===== src/hdl/cdu_pkg.sv =====
`timescale 1ns / 1ps
// Shared types and constants for the cosine distance unit.
package cdu_pkg;

  localparam int ElemW  = 16;
  localparam int DotW   = 42;
  localparam int NormW  = 41;
  localparam int DistW  = 18;
  localparam int QueueDepth = 2;
  localparam logic [DistW-1:0] OneQ16 = 18'd65536;

  typedef struct packed {
    logic signed [DotW-1:0] dot;
    logic [NormW-1:0]       na;
    logic [NormW-1:0]       nb;
  } sums_t;

  typedef struct packed {
    logic  push;
    sums_t data;
  } push_t;

endpackage


===== src/hdl/cdu_front.sv =====
`timescale 1ns / 1ps
// Front end: accepts element pairs and keeps the saturating running sums.
module cdu_front
  import cdu_pkg::*;
(
  input  logic                    clk,
  input  logic                    rst,
  input  logic                    in_valid,
  output logic                    in_ready,
  input  logic signed [ElemW-1:0] elem_a,
  input  logic signed [ElemW-1:0] elem_b,
  input  logic                    last,
  input  logic                    q_full,
  output push_t                   push_o
);

  sums_t sums;
  sums_t sums_next;
  logic signed [2*ElemW-1:0] prod_ab;
  logic signed [2*ElemW-1:0] prod_aa;
  logic signed [2*ElemW-1:0] prod_bb;
  logic signed [DotW:0]      dsum;
  logic [NormW:0]            asum;
  logic [NormW:0]            bsum;
  logic                      accept;

  assign in_ready = !q_full;
  assign accept   = in_valid && in_ready;

  always_comb begin
    prod_ab = elem_a * elem_b;
    prod_aa = elem_a * elem_a;
    prod_bb = elem_b * elem_b;
    dsum = (DotW+1)'(sums.dot) + (DotW+1)'(prod_ab);
    asum = {1'b0, sums.na} + (NormW+1)'(prod_aa[2*ElemW-2:0]);
    bsum = {1'b0, sums.nb} + (NormW+1)'(prod_bb[2*ElemW-2:0]);
    if (dsum[DotW] != dsum[DotW-1]) begin
      sums_next.dot = dsum[DotW] ? {1'b1, {(DotW-1){1'b0}}} : {1'b0, {(DotW-1){1'b1}}};
    end else begin
      sums_next.dot = dsum[DotW-1:0];
    end
    sums_next.na = asum[NormW] ? {NormW{1'b1}} : asum[NormW-1:0];
    sums_next.nb = bsum[NormW] ? {NormW{1'b1}} : bsum[NormW-1:0];
  end

  assign push_o.push = accept && last;
  assign push_o.data = sums_next;

  always_ff @(posedge clk) begin
    if (rst) begin
      sums <= '0;
    end else if (accept) begin
      sums <= last ? '0 : sums_next;
    end
  end

endmodule


===== config.mk =====
export PLATFORM = sky130hd
export DESIGN_NAME = cdu_front
export DESIGN_NICKNAME = d
export VERILOG_FILES = /design/src/hdl/cdu_pkg.sv /design/src/hdl/cdu_front.sv
export SDC_FILE = /design/constraint.sdc
export NUM_CORES = 2
export LEC_CHECK = 0
export ABC_AREA = 1
export ABC_CLOCK_PERIOD_IN_PS = 35200
export BUFFER_PORTS_ARGS = -buffer_cell sky130_fd_sc_hd__buf_2
export CAP_MARGIN = 20
export CORE_MARGIN = 2
export CORE_UTILIZATION = 36
export DETAILED_ROUTE_END_ITERATION = 8
export REMOVE_ABC_BUFFERS = 1
export SLEW_MARGIN = 15
export SYNTH_ARGS = -nofsm -noshare
export SYNTH_HDL_FRONTEND = slang
export SYNTH_SLANG_ARGS = --single-unit

===== constraint.sdc =====
create_clock -name clk -period 35.2 [get_ports clk]
set_clock_uncertainty 0.2 [all_clocks]
set_input_delay 8.8 -clock clk [delete_from_list [all_inputs] [get_ports clk]]
set_output_delay 8.8 -clock clk [all_outputs]
set_load 0.005 [all_outputs]

==> qor.yml <==
cts_tree: "yes"
crit_path_frequent_cell: "nand2_1"
vias: 33730
start_util_pct: 36.19
crit_path_max_fanout: 40
post-cts-setup-buffers: 0
placementRows: 124
hold_viol_final: 0
cp-end-kind: "primary output"
cp_slowest_cell: "buf_2"
grt.total_usage_pct: 20.10
syn_area_per_cell_um2: 7.555
nets: 6719
synth_top_area_share_pct: 38.56
largest_reg_flops: 124
clockBufferDepth: 2
drc: 0
portBuffers: 162
cts_hold_buf: 0
grt_pass1_vias: 35230
firstDrtPassIters: 5
synth_area_leaders: "fa_1 (39%), inv_1 (13%), nand2_1 (12%)"
synth-seq-cells: 124
rsz0062_at_grt: "no"
postRouteAntennaNets: 0
grt_use_met3_pct: 2.255
overflow: 0
ys_types: 48
drv_slew: 0
arrival_ps: 17340
min_period_ps: 26340
wl_um: 113900
crit_required_ps: 26200
netlist_area_um2: 41270
syn_inst: 5463
hp-class: "flop to flop"
cpPeakStageDelay_ps: 670
wl_per_cell_um: 16.18
place_area_um2: 43540
dieArea_um2: 117400
drv_cap: 0
grt_pass1_wl_um: 186400
grt_max_degree: 79
synth-seq-area-share_pct: 6.014
dp.cells: 7006
grt_antenna_before_repair: 1
grt_use_met1_pct: 26.60
area_growth_syn_to_layout_pct: 7.118
final_common_cell: "inv_1"
gp_congestion: 0.9614
multi_input_area_um2: 32780
grt_busiest_layer: "met2"
ios: 163
post_cts_resized: 0
clock_latency_ps: 550
drive_gt1_share_pct: 5.646
crit_type: "input pin to primary output"
vias_per_cell: 4.791
instances_no_fill: 7039
tightestPinTransition_ps: 1102
regMostFlops: "sums"
period_share_pct: 74.82
dp_hpwl_um: 94080
yosysWarnings: 0
die_w_um: 342.6
die_height_um: 342.6
fillers: 11990
cts_sinks: 124
grt.met2_usage_pct: 34.12
top_regs: "sums: 124 flops"
cp-start-kind: "input pin"
max_freq_mhz: 37.97
drtIter0Drc: 1759
outcome: "completed"
finalInstanceArea_um2: 44210
synth.largest_area_cell: "fa_1"
most-common-layout-cells: "inv_1 (1,415), nand2_1 (1,324), fa_1 (795), ha_1 (374), a21oi_1 (291)"
clkSlewWorstSetupHoldPaths_ps: 70
coreArea_um2: 114000
cts_buffers: 17
setup_violations: 0
htree_levels: 4
regArea_um2: 2482
cts_root_buf: "clkbuf_16"
slew_headroom_pct: 26.50
setup_tns_ps: 0
[cell usage after synthesis, drive strengths merged]
| master | number |
|---|---|
| o211ai | 5 |
| and3 | 2 |
| o22ai | 1 |
| a22oi | 2 |
| dfxtp | 124 |
| o21ai | 115 |
| buf | 30 |
| o21a | 7 |
| a211oi | 1 |
| xnor2 | 69 |
| nor4 | 7 |
| nor3b | 2 |
| fa | 795 |
| inv | 1417 |
| nor2 | 268 |
| nand3b | 11 |
| ha | 374 |
| a21o | 27 |
| nand4 | 27 |
| a221oi | 1 |
| o31ai | 2 |
| a31oi | 24 |
| or2 | 28 |
| a2111oi | 1 |
| nor3 | 47 |
| o21bai | 32 |
| xor2 | 91 |
| nand3 | 166 |
| a21oi | 293 |
| nand2 | 1335 |
| and2 | 3 |
| a21boi | 17 |
| clkbuf | 135 |
| a31o | 4 |
[metal layers]
metal	up-vias	wire length (um)	part of all wire, %
met5	-	8	0.0070
li1	16270	-	-
met2	736	54750	48
met4	2	3293	2.9
met1	16590	50930	45
met3	131	4943	4.3
[path summary, 6_finish.rpt]
| check | slack [ps] | cells after the start | startpoint | end |
|---|---|---|---|---|
| max | 8860 | 31 | elem_a[15] | push_o[49] |
| min | 270 | 2 | sums[99] | sums[99] |
| max reg2reg | 29000 | 24 | sums[97] | sums[95] |
| min reg2reg | 270 | 2 | sums[99] | sums[99] |
[critical path, delay by kind of cell]
| kind | cells | cell delay [ps] |
|---|---|---|
| buffers and inverters | 6 | 1820 |
| adder cells (fa/ha/maj) | 8 | 3810 |
| AO/OA/AOI/OAI | 4 | 900 |
| XOR/XNOR | 1 | 210 |
| AND/OR/NAND/NOR | 12 | 1740 |
[area by class of cell]
class	instances	area share [%]
Multi-Input combinational cell	3757	74.15
Inverter	1417	12.03
Sequential cell	124	5.615
Tap cell	1512	4.279
Timing Repair Buffer	196	2.417
Clock buffer	20	1.033
Clock inverter	12	0.4698
Antenna cell	1	0.005660
[cells by family (layout without fill, tap and decap cells)]
family / Yosys count / in the layout / synth area share (%)
flops: 124 / 124 / 6.014
buf+inv: 1582 / 1645 / 14.59
xor+xnor: 160 / 160 / 3.395
fa+ha+maj: 1169 / 1169 / 49.90
simple gates: 1896 / 1896 / 18.90
other cells: 0 / 1 / 0
compound gates: 532 / 532 / 7.200
[per-stage QoR]
step / hold WS (ps) / utilization, % / worst slack, ps
floorplan: 239.3 / - / 11000
global placement: 256.4 / 38.19 / 8944
detailed placement: 260.0 / 38.19 / 8888
CTS: 272.1 / 38.77 / 8848
global route: 287.7 / 38.77 / 8175
finish: 270.5 / 38.77 / 8863
Power is left out: the tool's default activity adds up to more than one toggle a clock period on the data nets, which glitch-free logic cannot reach.
