[src/hdl/cdu_pkg.sv]
`timescale 1ns / 1ps
// Shared types and constants for the cosine distance unit.
package cdu_pkg;

  localparam int ElemW  = 16;
  localparam int DotW   = 42;
  localparam int NormW  = 41;
  localparam int DistW  = 18;
  localparam int QueueDepth = 2;
  localparam logic [DistW-1:0] OneQ16 = 18'd65536;

  typedef struct packed {
    logic signed [DotW-1:0] dot;
    logic [NormW-1:0]       na;
    logic [NormW-1:0]       nb;
  } sums_t;

  typedef struct packed {
    logic  push;
    sums_t data;
  } push_t;

endpackage

[src/hdl/cdu_queue.sv]
`timescale 1ns / 1ps
// Two-entry queue of finished sums between front and back.
module cdu_queue
  import cdu_pkg::*;
(
  input  logic  clk,
  input  logic  rst,
  input  push_t push_i,
  input  logic  pop,
  output logic  full,
  output logic  nonempty,
  output sums_t head
);

  sums_t       store [QueueDepth];
  logic        wptr;
  logic        rptr;
  logic [1:0]  count;

  assign full     = count == 2'd2;
  assign nonempty = count != 2'd0;
  assign head     = store[rptr];

  always_ff @(posedge clk) begin
    if (push_i.push) begin
      store[wptr] <= push_i.data;
    end
  end

  always_ff @(posedge clk) begin
    if (rst) begin
      wptr  <= 1'b0;
      rptr  <= 1'b0;
      count <= 2'd0;
    end else begin
      if (push_i.push) wptr <= !wptr;
      if (pop) rptr <= !rptr;
      count <= count + 2'(push_i.push) - 2'(pop);
    end
  end

endmodule

[config.mk]
export PLATFORM = sky130hd
export DESIGN_NAME = cdu_queue
export DESIGN_NICKNAME = d
export VERILOG_FILES = /design/src/hdl/cdu_pkg.sv /design/src/hdl/cdu_queue.sv
export SDC_FILE = /design/constraint.sdc
export NUM_CORES = 1
export LEC_CHECK = 0
export BUFFER_PORTS_ARGS = -buffer_cell sky130_fd_sc_hd__buf_4
export CAP_MARGIN = 20
export CORE_MARGIN = 1.5
export CORE_UTILIZATION = 52
export DETAILED_ROUTE_END_ITERATION = 12
export PLACE_DENSITY = 0.76
export SYNTH_ARGS = -nofsm -noshare
export SYNTH_HDL_FRONTEND = slang
export SYNTH_SLANG_ARGS = --single-unit
[constraint.sdc]
create_clock -name clk -period 9 [get_ports clk]
set_input_delay 0.9 -clock clk [delete_from_list [all_inputs] [get_ports clk]]
set_output_delay 0.9 -clock clk [all_outputs]
set_load 0.01 [all_outputs]
==> summary.md <==
A synthesized cell averages 23.1 sq um. The overall routing resource usage is 0.179, and the arrival time of data at the critical path endpoint is 3.11 ns. Counting buffers and inverters, the worst setup path is 3 cells deep. For the worst flop-to-flop path, the logic depth is 2. The worst slew margin relative to its limit came out at 0.295. Number of hold violations in the final report: 0.

For the setup TNS after final layout, the log shows 0 ns. Once the clock tree was built, the resizer swapped 0 gates to a different size. The flow ran to the end, and the final reports show no timing, DRC or antenna violations. The detailed router finished its first iteration with 203 violations. The HPWL after detailed placement is 11.9 mm.

At the end of routability-driven placement, the weighted congestion stood at 0.738. The depth of the worst hold-timing path was 2; the worst clock skew was 0.0102 ns. VDD sags by at most 0.000181 V. The utilization after layout is 0.689, and the number of buffers added by the clock tree synthesis step is 25. When the netlist entered floorplanning its net count stood at 537. TritonCTS built the clock tree. For the starting utilization of the core area, the log shows 0.527.

The number of max-slew violations in the final report was 0; the largest net degree at the start of global routing was 79. After detailed routing, the number of remaining DRC violations is 0. The most common cell type on the critical path is sky130_fd_sc_hd__buf_4. The finished layout holds 925 standard cells, fillers aside. The logs give 4 for the count of TritonRoute iterations in the first routing pass and 8.79 mm for the routed length on met2.

Class of the worst hold path: reg2reg. The number of ports placed on the die boundary came out at 254. The tree is rooted in a sky130_fd_sc_hd__clkbuf_16. The combined buffer and inverter count along the critical path works out to 2. The post-synthesis sequential area ratio is 0.802. The count of nets left with antenna violations once routing finished came out at 0. The antenna diode count is 0, and the required arrival time at the worst endpoint is 8.10 ns.

The actual slew at the worst max-slew pin is 1.06 ns. The number of placed instances with taps included is 879. The worst setup path is captured at a primary output. The power per cell area was 221 nW/um^2. In the routed layout, each cell is associated on average with a via count of 5.08. The number of antenna violations at the first check in global routing is 0. Sink count of the clock tree: 253. The commonest non-fill, non-tap cell in the layout is sky130_fd_sc_hd__buf_4. Counting along the longest clock path gives a buffer depth of 3. After synthesis the cells add up to 9410 sq um. Broken down by cell family, the worst path's largest delay share belongs to buffers and inverters. Synthesis handed over a netlist of 407 instances.

The tools report the type of origin of the critical path as a flop. In the detailed route, the total length drawn on met3 is 1.78 mm. For the number of global-route vias before repair, the log shows 5011. The run gives 6.78 mm as the met1 wire length. The die is 138 um tall. The signal on the critical path passes through buf_4 -> mux2_2 -> buf_4. Clock latency on the worst-skew pair, taken at its later pin, is 0.50 ns. The total detailed-routing wirelength was 17.7 mm; the chip width was 138 um. The top cell types in the final layout, fill and taps aside, are sky130_fd_sc_hd__buf_4, sky130_fd_sc_hd__edfxtp_1, sky130_fd_sc_hd__mux2_2, sky130_fd_sc_hd__mux2_4, sky130_fd_sc_hd__clkbuf_16.

The post-route clock period utilization works out to 0.446. The number of synthesized register bits works out to 253. Setup repair after global routing left no endpoint under its margin. The net count of the finished layout is 807.

The path type of the worst setup path was reg2out. The die covers 18900 sq um. After synthesis, the netlist uses 14 different library cells. The cell row count was 49. Leakage power summed over all cells: 4.74 nW. For this block, the via count after detailed routing is 4702.

The share of layout cells above drive strength 1 was 0.601; the maximum fanout count along the critical path was 72. Port buffering added 253 buffers. For this design, the slowest cell found on the critical path is sky130_fd_sc_hd__dfxtp_4.

The wire length per cell is 19.2 um. The run gives 0 as the sum of overflow across all layers after global routing. The time the final worst path needs with I/O delays and setup came out at 4.01 ns.

For this run, the slowest stage of the critical path takes 1.01 ns. Clock-pin slew reported for the worst setup and hold paths after clock tree synthesis: 0.06 ns. The number of endpoints failing setup at the final stage was 0; the number of H-tree branching levels was 1.

The number of buffers added for setup after CTS is 0, and the yosys synthesis warning count is 0. Hold repair after CTS inserted 0 buffers. The global-route wire length before repair is 25.7 mm, and the core area is 17800 sq um.

The detailed router used layers up to and including met4. The logs give 0 for the number of maximum-capacitance violations and 249 MHz for the highest achievable clock rate. Synthesis-to-layout area growth: 30.6%.
-- worst register-to-register path, delay by kind of cell, from the launching register on --
kind / cells / cell delay, ns
buf+inv: 1 / 0.93
flops: 1 / 0.40
simple gates: 1 / 0.60
-- kinds of logic (layout without fill, tap and decap cells) --
group                    Yosys count  count (layout)  share of synthesized area
XOR/XNOR                           3               3                    0.00426
adder cells (fa/ha/maj)            2               2                    0.00266
buffers and inverters             16             305                     0.0136
flip-flops                       253             253                      0.802
multiplexers                     124             124                      0.172
AND/OR/NAND/NOR                    9               9                    0.00492
-- cell usage after synthesis --
| master | number | area, sq um |
|---|---|---|
| sky130_fd_sc_hd__buf_6 | 8 | 90.1 |
| sky130_fd_sc_hd__nor2_1 | 4 | 15.0 |
| sky130_fd_sc_hd__xnor2_1 | 2 | 17.5 |
| sky130_fd_sc_hd__mux2_4 | 60 | 901 |
| sky130_fd_sc_hd__edfxtp_1 | 248 | 7450 |
| sky130_fd_sc_hd__inv_1 | 2 | 7.51 |
| sky130_fd_sc_hd__dfxtp_1 | 5 | 100 |
| sky130_fd_sc_hd__ha_1 | 2 | 25.0 |
| sky130_fd_sc_hd__xnor3_1 | 1 | 22.5 |
| sky130_fd_sc_hd__nor2b_1 | 3 | 18.8 |
| sky130_fd_sc_hd__mux2_2 | 64 | 721 |
| sky130_fd_sc_hd__or2_2 | 1 | 6.26 |
| sky130_fd_sc_hd__and2_1 | 1 | 6.26 |
| sky130_fd_sc_hd__buf_2 | 6 | 30.0 |
-- final timing paths --
kind | endpoint | startpoint | slack [ns]
min reg2reg | rptr | rptr | 0.52
max | head[36] | flop | 4.99
max reg2reg | store[1][24] | wptr | 6.60
min | rptr | rptr | 0.52
-- sequential cells by signal, indices dropped and copies added, names as in the netlist, named ones only --
name / cells
store: 248
count: 2
wptr: 1
rptr: 1
-- power by group --
part           internal [mW]  switching, mW  leakage [nW]
Sequential              1.38         0.0319          2.37
Combinational          0.199          0.145          1.99
Clock                  0.565          0.399         0.379
-- per-layer routing --
metal | up-vias | GRT usage
met5 | - | 0
met4 | 0 | 0.0556
met3 | 27 | 0.0570
met2 | 210 | 0.311
met1 | 2312 | 0.213
li1 | 2153 | -
-- metrics by stage --
stage	instance area [sq um]	hold slack (ns)	power, mW	worst slack, ns
floorplan	9410	0.480	1.61	2.10
global placement	11500	0.499	1.77	5.59
detailed placement	11500	0.499	1.78	5.53
CTS	12300	0.520	2.75	4.98
global route	12300	0.553	2.82	4.82
finish	12300	0.520	2.72	4.99
-- layout make-up --
class | count | area, sq um
Fill cell | 1148 | 5560
Clock inverter | 17 | 128
Sequential cell | 253 | 7550
Timing Repair Buffer | 257 | 1930
Clock buffer | 29 | 641
Tap cell | 229 | 287
Multi-Input combinational cell | 138 | 1740
Inverter | 2 | 7.51
Note: power is estimated with default switching activity, not from simulation.
