## config.mk

```make
export PLATFORM = sky130hd
export DESIGN_NAME = cdu_back
export DESIGN_NICKNAME = d
export VERILOG_FILES = /design/src/hdl/cdu_pkg.sv /design/src/hdl/cdu_back.sv
export SDC_FILE = /design/constraint.sdc
export NUM_CORES = 2
export LEC_CHECK = 0
export BUFFER_PORTS_ARGS = -buffer_cell sky130_fd_sc_hd__buf_2
export CORE_MARGIN = 3
export CORE_UTILIZATION = 65
export CTS_CLUSTER_DIAMETER = 40
export DETAILED_ROUTE_END_ITERATION = 7
export PLACE_DENSITY = 0.89
export SETUP_SLACK_MARGIN = 0.5
export SLEW_MARGIN = 20
export SYNTH_ARGS = -nofsm -noshare
export SYNTH_HDL_FRONTEND = slang
export SYNTH_SLANG_ARGS = --single-unit
```

## constraint.sdc

```tcl
create_clock -name clk -period 18.4 [get_ports clk]
set_input_delay 0.92 -clock clk [delete_from_list [all_inputs] [get_ports clk]]
set_output_delay 0.92 -clock clk [all_outputs]
set_load 0.01 [all_outputs]
```

## src/hdl/cdu_pkg.sv

```systemverilog
`timescale 1ns / 1ps
// Shared types and constants for the cosine distance unit.
package cdu_pkg;

  localparam int ElemW  = 16;
  localparam int DotW   = 42;
  localparam int NormW  = 41;
  localparam int DistW  = 18;
  localparam int QueueDepth = 2;
  localparam logic [DistW-1:0] OneQ16 = 18'd65536;

  typedef struct packed {
    logic signed [DotW-1:0] dot;
    logic [NormW-1:0]       na;
    logic [NormW-1:0]       nb;
  } sums_t;

  typedef struct packed {
    logic  push;
    sums_t data;
  } push_t;

endpackage

```

## src/hdl/cdu_back.sv

```systemverilog
`timescale 1ns / 1ps
// Back end: root of the norm product, division and the result register.
module cdu_back
  import cdu_pkg::*;
(
  input  logic             clk,
  input  logic             rst,
  input  logic             q_nonempty,
  input  sums_t            head,
  output logic             pop,
  output logic             out_valid,
  input  logic             out_ready,
  output logic [DistW-1:0] distance,
  output logic             zero_vector
);

  typedef enum logic [6:0] {
    S_IDLE = 7'b0000001,
    S_NORM = 7'b0000010,
    S_MUL  = 7'b0000100,
    S_SQRT = 7'b0001000,
    S_DIV  = 7'b0010000,
    S_FIN  = 7'b0100000,
    S_DONE = 7'b1000000
  } state_t;

  state_t           state;
  logic [NormW-1:0] na;
  logic [NormW-1:0] nb;
  logic [3:0]       sh;
  logic [DotW-1:0]  mag;
  logic             neg;
  logic [63:0]      sv;
  logic [63:0]      root;
  logic [63:0]      bitv;
  logic [5:0]       cnt;
  logic [59:0]      drem;
  logic [59:0]      dsor;
  logic [17:0]      quo;
  logic [63:0]      trial;
  logic             shift_a;
  logic             shift_b;
  logic [17:0]      qc;

  assign pop       = (state == S_IDLE) && q_nonempty;
  assign out_valid = state == S_DONE;
  assign trial     = root + bitv;
  assign shift_a   = na[NormW-1:32] != '0;
  assign shift_b   = nb[NormW-1:32] != '0;
  assign qc        = (quo > 18'(OneQ16)) ? 18'(OneQ16) : quo;

  always_ff @(posedge clk) begin
    if (rst) begin
      state <= S_IDLE;
    end else begin
      unique case (state)
        S_IDLE: begin
          if (q_nonempty) begin
            na  <= head.na;
            nb  <= head.nb;
            sh  <= '0;
            neg <= head.dot[DotW-1];
            mag <= head.dot[DotW-1] ? DotW'(-head.dot) : DotW'(head.dot);
            if (head.na == '0 || head.nb == '0) begin
              distance    <= OneQ16;
              zero_vector <= 1'b1;
              state       <= S_DONE;
            end else begin
              state <= S_NORM;
            end
          end
        end
        S_NORM: begin
          if (shift_a) na <= na >> 2;
          if (shift_b) nb <= nb >> 2;
          sh <= sh + 4'(shift_a) + 4'(shift_b);
          if (!shift_a && !shift_b) state <= S_MUL;
        end
        S_MUL: begin
          sv    <= na[31:0] * nb[31:0];
          root  <= '0;
          bitv  <= 64'h4000_0000_0000_0000;
          cnt   <= 6'd31;
          dsor  <= '0;
          state <= S_SQRT;
        end
        S_SQRT: begin
          if (sv >= trial) begin
            sv   <= sv - trial;
            root <= (root >> 1) + bitv;
          end else begin
            root <= root >> 1;
          end
          bitv <= bitv >> 2;
          cnt  <= cnt - 6'd1;
          if (cnt == '0) begin
            drem  <= 60'(mag) << 16;
            quo   <= '0;
            cnt   <= 6'd17;
            state <= S_DIV;
          end
        end
        S_DIV: begin
          if (cnt == 6'd17 && dsor == '0) begin
            dsor <= 60'(root[32:0]) << (6'(sh) + 6'd17);
          end else begin
            if (drem >= dsor) begin
              drem <= drem - dsor;
              quo  <= {quo[16:0], 1'b1};
            end else begin
              quo <= {quo[16:0], 1'b0};
            end
            dsor <= dsor >> 1;
            cnt  <= cnt - 6'd1;
            if (cnt == '0) state <= S_FIN;
          end
        end
        S_FIN: begin
          distance    <= neg ? OneQ16 + qc : OneQ16 - qc;
          zero_vector <= 1'b0;
          state       <= S_DONE;
        end
        S_DONE: begin
          dsor <= '0;
          if (out_ready) state <= S_IDLE;
        end
        default: state <= S_IDLE;
      endcase
    end
  end

endmodule

```

==> flow_summary_export.csv <==
group,metric,value,unit
die,coreArea,101000,um^2
grt,track_usage,37.6,%
clocking,path_clk_slew,60,ps
cells_and_area,mostFrequentLayoutCells,"1147 x nand2_1, 954 x inv_1, 899 x fa_1",
synthesis,syn_nets,8946,
synthesis,synthesis.area,66800,um^2
clocking,clk_latency,690,ps
synthesis,ys_ff_latch,459,
grt,use_met2,56.9,%
clocking,cts_hold_buf,0,
clocking,htreeDepth,3,
clocking,cts_tree,"yes",
grt,grt_pass1_vias,57853,
cells_and_area,area_growth,7.22,%
drt,ant_nets,0,
synthesis,yosysSeqAreaShare,20.5,%
drt,remaining_drc_errors,2,
die,dieArea,107000,um^2
synthesis,synth_warnings,0,
die,die_w,326,um
timing,finalHoldViolations,0,
timing,tns,0,ps
synthesis,syn_inst,7459,
drt,drt_iter0_drc,7288,
timing,setup_violations,0,
timing,fmax,111,MHz
critical_path,critPathMaxFanout,21,
placed_design,port_buffers,148,
grt,met1_usage,48.9,%
drt,drt-total-wl,201000,um
timing,finalClockSkew,47.7,ps
timing,rsz0062_at_grt,"no",
die,floorplan.rows,116,
placed_design,place_congestion,1.02,
grt,grt_busiest_layer,"met2",
grt,antenna_found_initial,18,
placed_design,dp_hpwl,149000,um
critical_path,worstPathRequired,18780,ps
grt,grtUsageMet3,12.1,%
cells_and_area,final_common_cell,"nand2_1",
die,die_h,326,um
clocking,cts_sinks,459,
synthesis,synthFlopType,"edfxtp_1",
cells_and_area,fin_nets,8860,
drt,first_pass_iters,8,
timing,worstMarginPinSlew,1220,ps
synthesis,synth_cell_types,78,
drt,drt-vias-per-instance,6.38,
critical_path,startpoint_type,"flip-flop",
cells_and_area,final_util,70.9,%
grt,grt_max_degree,94,
synthesis,async_flop_share,0,%
timing,slew_headroom,18.2,%
drt,vias,56217,
critical_path,arrival,9400,ps
timing,fin_hold_ws,479,ps
die,start_util,66.1,%
clocking,root_buffer,"clkbuf_16",
outcome,status,"complete, but fails checks",
worst_hold_path,hold_class,"primary input to flip-flop",
critical_path,crit_type,"flip-flop to flip-flop",
drt,wl_per_cell,22.8,um
flow_run,drv_cap,0,
outcome,violations,"DRC",
critical_path,end_kind,"flip-flop",
clocking,cts_buffer_depth,3,
clocking,cts_resized,0,
clocking,cts_setup_buffers,0,
grt,gr-total-overflow,0,
synthesis,synth_edf_count,452,
timing,min_period,9020,ps
timing,slew_viol_final,0,
timing,post-route-period-util,49.0,%
die,pin_count,149,
cells_and_area,drive_gt1_share,6.49,%
clocking,numCtsBuffers,83,
synthesis,avgSynthCellArea,8.95,um^2
grt,grt_pass1_wl,315000,um
==> synth_stat cells, types with 12 or more instances <==
cell type / count / area (um^2)
nand2_1: 1147 / 4310
inv_1: 955 / 3580
fa_1: 899 / 18000
and2_1: 664 / 4150
ha_1: 460 / 5760
edfxtp_1: 452 / 13600
clkbuf_1: 401 / 1510
a21oi_1: 380 / 1900
o21ai_0: 367 / 1840
nor2_1: 313 / 1170
xnor2_1: 194 / 1700
xor2_1: 153 / 1340
a21o_1: 109 / 818
nand4_1: 90 / 563
a31oi_1: 78 / 488
nand3_1: 63 / 315
nor4_1: 59 / 369
o21bai_1: 59 / 443
nor3_1: 51 / 255
a211oi_1: 43 / 323
and3_1: 42 / 263
nor2b_1: 38 / 238
mux2i_1: 34 / 340
o21a_1: 30 / 225
o31ai_1: 28 / 210
nand2b_1: 27 / 169
or3_1: 23 / 144
o211ai_1: 22 / 165
a31o_2: 21 / 184
a21boi_0: 18 / 135
mux4_2: 16 / 360
o22ai_1: 14 / 87.6
buf_1: 13 / 48.8
or2_2: 12 / 75.1
or4_1: 12 / 90.1
==> stage by stage <==
stage / cells / instance area [um^2] / setup slack (ps)
after floorplan: 7459 / 66800 / 6440
after global placement: 8636 / 68500 / 9870
after detailed placement: 8637 / 68500 / 9630
after CTS: 8792 / 71400 / 9550
after global routing: 8803 / 71600 / 9030
final: 8807 / 71600 / 9380
==> cell families (layout without fill, tap and decap cells) <==
group	after synthesis	in the layout	share of synthesized area, %
and+or+nand+nor	2595	2595	18.8
muxes	57	57	1.17
xor gates and xnor gates	347	347	4.55
adders and majority gates	1359	1359	35.6
AOI/OAI and AO/OA	1271	1271	11.6
DFF	459	459	20.5
other	0	7	0
buffers and inverters	1371	1355	7.71
==> final timing paths <==
path	from	to	slack, ps	depth (start not counted)
worst max-delay path	nb[8]	sv[60]	9380	24
worst min register to register	mag[22]	drem[38]	530	2
worst max register to register	nb[8]	sv[60]	9380	24
worst min-delay path	head[82]	mag[0]	480	1
==> flip-flops by register name, indices dropped and copies added (netlist names), 32 cells and up <==
register / flops
sv: 64
bitv: 32
nb: 41
drem: 60
root: 64
na: 41
dsor: 60
mag: 42
==> layer usage <==
layer / part of all wire (%) / vias to the layer above
met1: 36 / 26965
li1: - / 24321
met4: 5.9 / 12
met2: 44 / 3994
met5: 0.048 / -
met3: 14 / 925
==> worst max-delay path, stage by stage, from the launching register on <==
cell and delay (ps):
edfxtp_1 790, buf_4 470, and2_1 220, fa_1 450, fa_1 560, inv_1 50, fa_1 500, fa_1 530
inv_1 60, fa_1 570, fa_1 440, fa_1 540, fa_1 430, ha_1 460, nand2_1 170, nor2_1 170
nand4_1 180, nor4b_1 390, nor3_1 230, o31ai_1 680, nand2_1 110, a21o_1 210, o21ai_0 210, xnor2_1 150
mux2i_1 90
==> cell type report <==
cell class	count	area [um^2]
Clock inverter	63	781
Antenna cell	7	17.5
Multi-Input combinational cell	5629	48100
Inverter	957	3590
Timing Repair Buffer	243	1530
Clock buffer	92	2160
Sequential cell	459	13700
Tap cell	1357	1700
Fill cell	7088	29400
Power is not shown: default switching activity piles up to over one toggle a cycle in this logic, so the estimate is an artifact.
